`src/rtl/psq_pkg.sv`:
```
// Shared types and codes for the priority spill triple queue.
`timescale 1ns / 1ps
`default_nettype none
package psq_pkg;

    localparam int FIELD_W = 32;

    localparam logic OP_PUSH = 1'b0;
    localparam logic OP_POP  = 1'b1;

    localparam logic [1:0] QUEUE_A = 2'd0;
    localparam logic [1:0] QUEUE_B = 2'd1;
    localparam logic [1:0] QUEUE_C = 2'd2;

    typedef enum logic [1:0] {
        ST_PUSHED = 2'd0,
        ST_FULL   = 2'd1,
        ST_POPPED = 2'd2,
        ST_EMPTY  = 2'd3
    } status_t;

    typedef enum logic {
        FSM_IDLE,
        FSM_POP
    } fsm_state_t;

    typedef struct packed {
        logic                      op;
        logic [1:0]                queue_sel;
        logic signed [FIELD_W-1:0] data_in;
    } request_t;

    typedef struct packed {
        status_t                   status;
        logic [1:0]                queue_used;
        logic signed [FIELD_W-1:0] data_out;
    } result_t;

    typedef struct packed {
        logic push;
        logic pop;
        logic pop_finish;
    } cmd_t;

    typedef struct packed {
        logic pop_hit;
    } stat_t;

endpackage
`default_nettype wire

```
`src/rtl/psq_ram.sv`:
```
// Generic single-write, single-read RAM with registered read data.
`timescale 1ns / 1ps
`default_nettype none
module psq_ram #(
    parameter int WIDTH = 32,
    parameter int DEPTH = 16
) (
    input  wire logic                     clk,
    input  wire logic                     we,
    input  wire logic [$clog2(DEPTH)-1:0] waddr,
    input  wire logic [WIDTH-1:0]         wdata,
    input  wire logic                     re,
    input  wire logic [$clog2(DEPTH)-1:0] raddr,
    output logic      [WIDTH-1:0]         rdata
);

    logic [WIDTH-1:0] mem [DEPTH];

    always_ff @(posedge clk)
    begin
        if (we)
        begin
            mem[waddr] <= wdata;
        end
        if (re)
        begin
            rdata <= mem[raddr];
        end
    end

endmodule
`default_nettype wire

```
`src/rtl/psq_ctrl.sv`:
```
// Controller state machine: accepts requests and sequences the pop read.
`timescale 1ns / 1ps
`default_nettype none
module psq_ctrl (
    input  wire logic          clk,
    input  wire logic          rst_n,
    input  wire logic          start,
    input  wire logic          op,
    input  wire psq_pkg::stat_t stat,
    output psq_pkg::cmd_t      cmd,
    output logic               busy
);
    import psq_pkg::*;

    fsm_state_t state_reg;
    fsm_state_t state_next;

    always_ff @(posedge clk or negedge rst_n)
    begin
        if (!rst_n)
        begin
            state_reg <= FSM_IDLE;
        end
        else
        begin
            state_reg <= state_next;
        end
    end

    always_comb
    begin
        state_next = state_reg;
        case (state_reg)
            FSM_IDLE:
            begin
                if (start && op == OP_POP && stat.pop_hit)
                begin
                    state_next = FSM_POP;
                end
            end
            FSM_POP:
            begin
                state_next = FSM_IDLE;
            end
            default:
            begin
                state_next = FSM_IDLE;
            end
        endcase
    end

    always_comb
    begin
        cmd  = '0;
        busy = 1'b0;
        case (state_reg)
            FSM_IDLE:
            begin
                cmd.push = start && op == OP_PUSH;
                cmd.pop  = start && op == OP_POP;
            end
            FSM_POP:
            begin
                cmd.pop_finish = 1'b1;
                busy           = 1'b1;
            end
            default:
            begin
                busy = 1'b0;
            end
        endcase
    end

endmodule
`default_nettype wire

```
`src/rtl/psq_datapath.sv`:
```
// Datapath: three queue stores, their pointers and counts, and the result register.
`timescale 1ns / 1ps
`default_nettype none
module psq_datapath #(
    parameter int DEPTH_A    = 16,
    parameter int DEPTH_B    = 16,
    parameter int DEPTH_C    = 32,
    parameter int DATA_WIDTH = 32
) (
    input  wire logic              clk,
    input  wire logic              rst_n,
    input  wire psq_pkg::cmd_t     cmd,
    input  wire psq_pkg::request_t request,
    output psq_pkg::stat_t         stat,
    output logic                   done,
    output psq_pkg::result_t       result
);
    import psq_pkg::*;

    localparam int AW_A = $clog2(DEPTH_A);
    localparam int AW_B = $clog2(DEPTH_B);
    localparam int AW_C = $clog2(DEPTH_C);
    localparam int CW_A = $clog2(DEPTH_A + 1);
    localparam int CW_B = $clog2(DEPTH_B + 1);
    localparam int CW_C = $clog2(DEPTH_C + 1);

    localparam logic [AW_A-1:0] LAST_A = AW_A'(DEPTH_A - 1);
    localparam logic [AW_B-1:0] LAST_B = AW_B'(DEPTH_B - 1);
    localparam logic [AW_C-1:0] LAST_C = AW_C'(DEPTH_C - 1);
    localparam logic [CW_A-1:0] FULL_A = CW_A'(DEPTH_A);
    localparam logic [CW_B-1:0] FULL_B = CW_B'(DEPTH_B);
    localparam logic [CW_C-1:0] FULL_C = CW_C'(DEPTH_C);

    logic [AW_A-1:0] write_ptr_a_reg, write_ptr_a_next, read_ptr_a_reg, read_ptr_a_next;
    logic [AW_B-1:0] write_ptr_b_reg, write_ptr_b_next, read_ptr_b_reg, read_ptr_b_next;
    logic [AW_C-1:0] write_ptr_c_reg, write_ptr_c_next, read_ptr_c_reg, read_ptr_c_next;
    logic [CW_A-1:0] count_a_reg, count_a_next;
    logic [CW_B-1:0] count_b_reg, count_b_next;
    logic [CW_C-1:0] count_c_reg, count_c_next;
    logic [1:0]      pop_queue_reg, pop_queue_next;
    logic            done_reg, done_next;
    result_t         result_reg, result_next;

    logic                  we_a, we_b, we_c, re_a, re_b, re_c;
    logic [DATA_WIDTH-1:0] wdata, rdata_a, rdata_b, rdata_c, rdata_sel;
    logic                  full_a, full_b, full_c, hit;

    assign wdata  = DATA_WIDTH'($unsigned(request.data_in));
    assign full_a = count_a_reg == FULL_A;
    assign full_b = count_b_reg == FULL_B;
    assign full_c = count_c_reg == FULL_C;

    always_comb
    begin
        case (request.queue_sel)
            QUEUE_A: hit = count_a_reg != '0;
            QUEUE_B: hit = count_b_reg != '0;
            QUEUE_C: hit = count_c_reg != '0;
            default: hit = 1'b0;
        endcase
    end

    assign stat.pop_hit = hit;

    always_comb
    begin
        case (pop_queue_reg)
            QUEUE_A: rdata_sel = rdata_a;
            QUEUE_B: rdata_sel = rdata_b;
            default: rdata_sel = rdata_c;
        endcase
    end

    always_comb
    begin
        write_ptr_a_next = write_ptr_a_reg;
        write_ptr_b_next = write_ptr_b_reg;
        write_ptr_c_next = write_ptr_c_reg;
        read_ptr_a_next  = read_ptr_a_reg;
        read_ptr_b_next  = read_ptr_b_reg;
        read_ptr_c_next  = read_ptr_c_reg;
        count_a_next     = count_a_reg;
        count_b_next     = count_b_reg;
        count_c_next     = count_c_reg;
        pop_queue_next   = pop_queue_reg;
        result_next      = result_reg;
        done_next        = 1'b0;
        we_a = 1'b0;
        we_b = 1'b0;
        we_c = 1'b0;
        re_a = 1'b0;
        re_b = 1'b0;
        re_c = 1'b0;

        if (cmd.push)
        begin
            done_next              = 1'b1;
            result_next.status     = ST_PUSHED;
            result_next.queue_used = QUEUE_A;
            result_next.data_out   = '0;
            if (!full_c)
            begin
                we_c                   = 1'b1;
                write_ptr_c_next       = (write_ptr_c_reg == LAST_C) ? '0 : write_ptr_c_reg + 1'b1;
                count_c_next           = count_c_reg + 1'b1;
                result_next.queue_used = QUEUE_C;
            end
            else if (!full_a)
            begin
                we_a             = 1'b1;
                write_ptr_a_next = (write_ptr_a_reg == LAST_A) ? '0 : write_ptr_a_reg + 1'b1;
                count_a_next     = count_a_reg + 1'b1;
            end
            else if (!full_b)
            begin
                we_b                   = 1'b1;
                write_ptr_b_next       = (write_ptr_b_reg == LAST_B) ? '0 : write_ptr_b_reg + 1'b1;
                count_b_next           = count_b_reg + 1'b1;
                result_next.queue_used = QUEUE_B;
            end
            else
            begin
                result_next.status = ST_FULL;
            end
        end
        else if (cmd.pop)
        begin
            result_next.queue_used = request.queue_sel;
            result_next.data_out   = '0;
            result_next.status     = ST_EMPTY;
            pop_queue_next         = request.queue_sel;
            done_next              = !hit;
            if (hit)
            begin
                case (request.queue_sel)
                    QUEUE_A:
                    begin
                        re_a            = 1'b1;
                        read_ptr_a_next = (read_ptr_a_reg == LAST_A) ? '0 : read_ptr_a_reg + 1'b1;
                        count_a_next    = count_a_reg - 1'b1;
                    end
                    QUEUE_B:
                    begin
                        re_b            = 1'b1;
                        read_ptr_b_next = (read_ptr_b_reg == LAST_B) ? '0 : read_ptr_b_reg + 1'b1;
                        count_b_next    = count_b_reg - 1'b1;
                    end
                    default:
                    begin
                        re_c            = 1'b1;
                        read_ptr_c_next = (read_ptr_c_reg == LAST_C) ? '0 : read_ptr_c_reg + 1'b1;
                        count_c_next    = count_c_reg - 1'b1;
                    end
                endcase
            end
        end
        else if (cmd.pop_finish)
        begin
            done_next            = 1'b1;
            result_next.status   = ST_POPPED;
            result_next.data_out = FIELD_W'(rdata_sel);
        end
    end

    always_ff @(posedge clk or negedge rst_n)
    begin
        if (!rst_n)
        begin
            write_ptr_a_reg <= '0;
            write_ptr_b_reg <= '0;
            write_ptr_c_reg <= '0;
            read_ptr_a_reg  <= '0;
            read_ptr_b_reg  <= '0;
            read_ptr_c_reg  <= '0;
            count_a_reg     <= '0;
            count_b_reg     <= '0;
            count_c_reg     <= '0;
            done_reg        <= 1'b0;
        end
        else
        begin
            write_ptr_a_reg <= write_ptr_a_next;
            write_ptr_b_reg <= write_ptr_b_next;
            write_ptr_c_reg <= write_ptr_c_next;
            read_ptr_a_reg  <= read_ptr_a_next;
            read_ptr_b_reg  <= read_ptr_b_next;
            read_ptr_c_reg  <= read_ptr_c_next;
            count_a_reg     <= count_a_next;
            count_b_reg     <= count_b_next;
            count_c_reg     <= count_c_next;
            done_reg        <= done_next;
        end
    end

    always_ff @(posedge clk)
    begin
        pop_queue_reg <= pop_queue_next;
        result_reg    <= result_next;
    end

    assign done   = done_reg;
    assign result = result_reg;

    psq_ram #(.WIDTH(DATA_WIDTH), .DEPTH(DEPTH_A)) u_store_a (
        .clk   (clk),
        .we    (we_a),
        .waddr (write_ptr_a_reg),
        .wdata (wdata),
        .re    (re_a),
        .raddr (read_ptr_a_reg),
        .rdata (rdata_a)
    );

    psq_ram #(.WIDTH(DATA_WIDTH), .DEPTH(DEPTH_B)) u_store_b (
        .clk   (clk),
        .we    (we_b),
        .waddr (write_ptr_b_reg),
        .wdata (wdata),
        .re    (re_b),
        .raddr (read_ptr_b_reg),
        .rdata (rdata_b)
    );

    psq_ram #(.WIDTH(DATA_WIDTH), .DEPTH(DEPTH_C)) u_store_c (
        .clk   (clk),
        .we    (we_c),
        .waddr (write_ptr_c_reg),
        .wdata (wdata),
        .re    (re_c),
        .raddr (read_ptr_c_reg),
        .rdata (rdata_c)
    );

endmodule
`default_nettype wire

```
`src/rtl/priority_spill_triple_fifo.sv`:
```
// Top level of the priority spill triple queue: controller, datapath and checks.
//
// Three ring-buffer queues, A, B and C, share one push path. A push goes to
// queue C if it has room, otherwise to A, otherwise to B; if all are full the
// request completes with the full status. A pop names one queue and returns
// its oldest word, or the empty status.
// A request is taken at a rising edge where start is high and busy is low.
// Each request gives exactly one result, shown on result for one cycle with
// done high; the receiver cannot hold results off.
// A push, and a pop of an empty or unknown queue, gives its result in the cycle
// after the request and leaves busy low, so one such request fits every cycle.
// A pop that finds data waits for the queue memory read, which is registered,
// so busy stays high for the one cycle in which the read completes.
// Reset clears all pointers and counts, so every queue starts empty; the
// memory contents are not cleared and need no clearing pass.
`timescale 1ns / 1ps
`default_nettype none
module priority_spill_triple_fifo #(
    parameter int DEPTH_A    = 16,
    parameter int DEPTH_B    = 16,
    parameter int DEPTH_C    = 32,
    parameter int DATA_WIDTH = 32
) (
    input  wire logic              clk,
    input  wire logic              rst_n,
    input  wire logic              start,
    input  wire psq_pkg::request_t request,
    output logic                   busy,
    output logic                   done,
    output psq_pkg::result_t       result
);
    import psq_pkg::*;

    cmd_t  cmd;
    stat_t stat;

    psq_ctrl u_ctrl (
        .clk   (clk),
        .rst_n (rst_n),
        .start (start),
        .op    (request.op),
        .stat  (stat),
        .cmd   (cmd),
        .busy  (busy)
    );

    psq_datapath #(
        .DEPTH_A    (DEPTH_A),
        .DEPTH_B    (DEPTH_B),
        .DEPTH_C    (DEPTH_C),
        .DATA_WIDTH (DATA_WIDTH)
    ) u_datapath (
        .clk     (clk),
        .rst_n   (rst_n),
        .cmd     (cmd),
        .request (request),
        .stat    (stat),
        .done    (done),
        .result  (result)
    );

    assert property (@(posedge clk) disable iff (!rst_n) busy |=> !busy)
        else $error("Pop read wait lasted more than one cycle.");

    assert property (@(posedge clk) disable iff (!rst_n)
        (start && !busy && request.op == OP_PUSH) |=> (done && result.status != ST_POPPED))
        else $error("Push request did not complete in the next cycle.");

    assert property (@(posedge clk) disable iff (!rst_n)
        (done && result.status == ST_POPPED) |-> $past(busy))
        else $error("Popped result appeared without a read cycle.");

    assert property (@(posedge clk) disable iff (!rst_n)
        (done && result.status != ST_POPPED) |-> result.data_out == '0)
        else $error("Nonzero data on a result that popped nothing.");

endmodule
`default_nettype wire
```
`config.mk`:
```
export PLATFORM = sky130hd
export DESIGN_NAME = priority_spill_triple_fifo
export DESIGN_NICKNAME = d
export VERILOG_FILES = /design/src/rtl/psq_pkg.sv /design/src/rtl/psq_ram.sv /design/src/rtl/psq_ctrl.sv /design/src/rtl/psq_datapath.sv /design/src/rtl/priority_spill_triple_fifo.sv
export SDC_FILE = /design/constraint.sdc
export NUM_CORES = 2
export LEC_CHECK = 0
export BUFFER_PORTS_ARGS = -buffer_cell sky130_fd_sc_hd__buf_4
export CAP_MARGIN = 30
export CORE_MARGIN = 3
export CORE_UTILIZATION = 58
export CTS_CLUSTER_SIZE = 10
export DETAILED_ROUTE_END_ITERATION = 7
export GPL_ROUTABILITY_DRIVEN = 0
export PLACE_DENSITY = 0.81
export SLEW_MARGIN = 20
export SYNTH_ARGS = -nofsm -noshare
export SYNTH_HDL_FRONTEND = slang
export SYNTH_SLANG_ARGS = --single-unit
```
`constraint.sdc`:
```
create_clock -name clk -period 5.1 [get_ports clk]
set_clock_uncertainty 0.05 [all_clocks]
set_input_delay 0.765 -clock clk [delete_from_list [all_inputs] [get_ports clk]]
set_output_delay 0.765 -clock clk [all_outputs]
set_load 0.02 [all_outputs]
```
==> reports/results.txt <==
top_reg_cell synth -> edfxtp_1
Synth Net Count -> 3,942
Bufs on Longest Clock Path -> 3
1st-iter DRT viols -> 7,080
Biggest register -> u_datapath.u_store_c.mem
Final Critical Period -> 3690 ps
number of synthesized flops with an enable pin -> 2,150
Post-DRT Antenna Nets -> 0
post-synth cell types -> 50
post-placement cell area -> 89,000 sq um
DR vias -> 43,304
Via density -> 7.08
Placement Setup Slack -> 1030 ps
max FFs per register -> 1,024
share of the yosys chip area belonging to registers -> 0.780
post-route setup slack -> 1410 ps
Post-synth top cells -> edfxtp_1, mux4_2, mux2i_1, o21ai_0, clkbuf_1
routed length per instance -> 36.0 um
Leakage -> 30.2 nW
nets -> 4,190
syn avg cell area -> 21.9 sq um
dpl hpwl -> 119,000 um
worst slew pin tran -> 1040 ps
row count -> 139
hold_ws -> 117 ps
Final Util -> 0.662
Final period util -> 0.725
worst skew pair latency -> 850 ps
Worst EP arrival -> 4170 ps
Post-Synthesis Cells -> 3,880
Root Buffer -> clkbuf_16
Clock transition at path regs -> 60 ps
post-route cell area -> 95,700 sq um
final setup violation count -> 0
vias in the first global route -> 42,990
Die ar. -> 151,000 sq um
CP startpoint kind -> register
Setup Crit Path Kind -> register to register
FF+latch area -> 66,300 sq um
relative slew slack -> 0.301
WP data required -> 5580 ps
Peak VDD IR -> 0.385 mV
layout cell share with drive strength beyond 1 -> 0.266
GRT Total Usage -> 0.293
biggest regs -> u_datapath.u_store_c.mem (1024), u_datapath.u_store_a.mem (512), u_datapath.u_store_b.mem (512)
CTS tree -> done
post-CTS sizing -> 0
area leader, netlist -> edfxtp_1
remaining global-route overflow -> 0
Initial Util -> 0.588
status -> complete, no violations
synthesized cell area -> 85,100 sq um
CTS Buf Count -> 241
clk sink count -> 2,226
CP endpoint kind -> register
Core ar. -> 145,000 sq um
global-route wire length before repair -> 315,000 um
area of the multi-input gates -> 18,300 sq um
first-pass iteration count of the detailed router -> 8
DIE HEIGHT -> 389 um
max-slew violations -> 0
initial antenna violation count -> 13
max cap viols -> 0
die width -> 389 um
largest net degree at the start of global routing -> 70
asr flop ratio synth -> 0.0198
Synth top area share -> 0.759
drt drc -> 0
Worst Path Max Fanout -> 19
pwr/cell area -> 482 nW/um^2
flop and latch count out of synthesis -> 2,226
Post-Route Setup TNS -> 0 ps
top cells by area, synth -> edfxtp_1, mux4_2, mux2i_1, dfrtp_1, o21ai_0
H-tree Lvls -> 4
drt total wl -> 220,000 um
Synth Warn # -> 0
Filler cells -> 8,452
Max Fclk -> 271 MHz
IO buf count -> 75
count leader, synth -> edfxtp_1
RSZ-0062 raised after global routing -> false
Final Hold Fails -> 0
Min-Delay Path Class -> input port to register
I/O pin count -> 76
P&R area growth vs syn -> 12.5%
==> area by class of cell <==
type,instances,share of cell area
flip-flops and latches,2226,0.693
repair buffers,216,0.0208
well taps,1903,0.0249
multi-input cells,1425,0.191
inverters,18,0.000706
clock buffers,313,0.0669
diodes,2,0.0000523
clock inverters,12,0.00186
==> stage by stage <==
stage / total power, mW / cells
6_report: 46.1 / 6115
2_1_floorplan: 27.4 / 3880
5_1_grt: 47.3 / 6113
3_5_place_dp: 30.9 / 5784
3_3_place_gp: 30.6 / 5782
4_1_cts: 46.1 / 6110
==> critical path, cell delays in order (launching register included) <==
cell and delay (ps):
dfrtp_1 440, or4_1 690, nor4_4 470, and3_1 440, nand2_1 360, nor2_4 600
buf_4 320
==> placed cells by master, fill, tap and decap left out, types with 5 or more instances in the layout <==
cell and count:
dfrtp_1 32, dfrtp_4 8, clkbuf_1 67, nor2_4 57, o21ai_0 157, nor3_1 6, mux2i_1 161, nand3b_1 5
nor2_1 16, a22oi_1 64, xnor2_1 12, inv_1 17, dfxtp_1 32, a221oi_1 64, ha_1 24, clkbuf_16 245
mux2_2 44, a21oi_1 82, nand2_1 110, and2_1 5, buf_12 23, xor2_1 6, mux4_2 512, nand2b_1 38
buf_4 187, nand3_1 8, edfxtp_1 2150
==> power by group <==
part           leakage, nW  switching, mW  internal [mW]
logic                 6.87           5.42           4.13
clock network         3.19           6.63           8.64
registers             20.1          0.685           20.6
==> routing by layer <==
| layer | GRT usage | part of all wire | up-vias |
|---|---|---|---|
| li1 | - | - | 16678 |
| met1 | 0.409 | 0.35 | 22494 |
| met2 | 0.455 | 0.48 | 3554 |
| met3 | 0.0687 | 0.13 | 574 |
| met4 | 0.122 | 0.048 | 4 |
| met5 | 0 | 0.00010 | - |
==> kinds of logic (layout without fill, tap and decap cells) <==
kind of cell / after synthesis / in the layout / synth area share
fa+ha+maj: 24 / 24 / 0.00353
mux: 717 / 717 / 0.160
simple gates: 280 / 280 / 0.0155
other cells: 0 / 2 / 0
compound gates: 386 / 386 / 0.0282
xor+xnor: 18 / 18 / 0.00185
buf+inv: 229 / 559 / 0.0109
flops: 2226 / 2226 / 0.780
==> final timing paths <==
check,start,end,slack [ps],cells after the start
max,u_datapath.count_c_reg[1],u_datapath.u_store_b.mem[8][15],1410,6
min,request[33],u_datapath.pop_queue_reg[1],120,1
max reg2reg,u_datapath.count_c_reg[1],u_datapath.u_store_b.mem[8][15],1410,6
min reg2reg,u_datapath.result[17],u_datapath.result[17],430,2
max in group asynchronous,rst_n,u_datapath.read_ptr_c_reg[4],3890,2
min in group asynchronous,rst_n,u_datapath.write_ptr_a_reg[0],470,2
==> what timing repair did <==
action                    CTS  global route
hold endpoints to repair   44             0
buffers inserted            0             0
hold buffers                1             0
No activity file was read; power rests on OpenSTA's default activity.
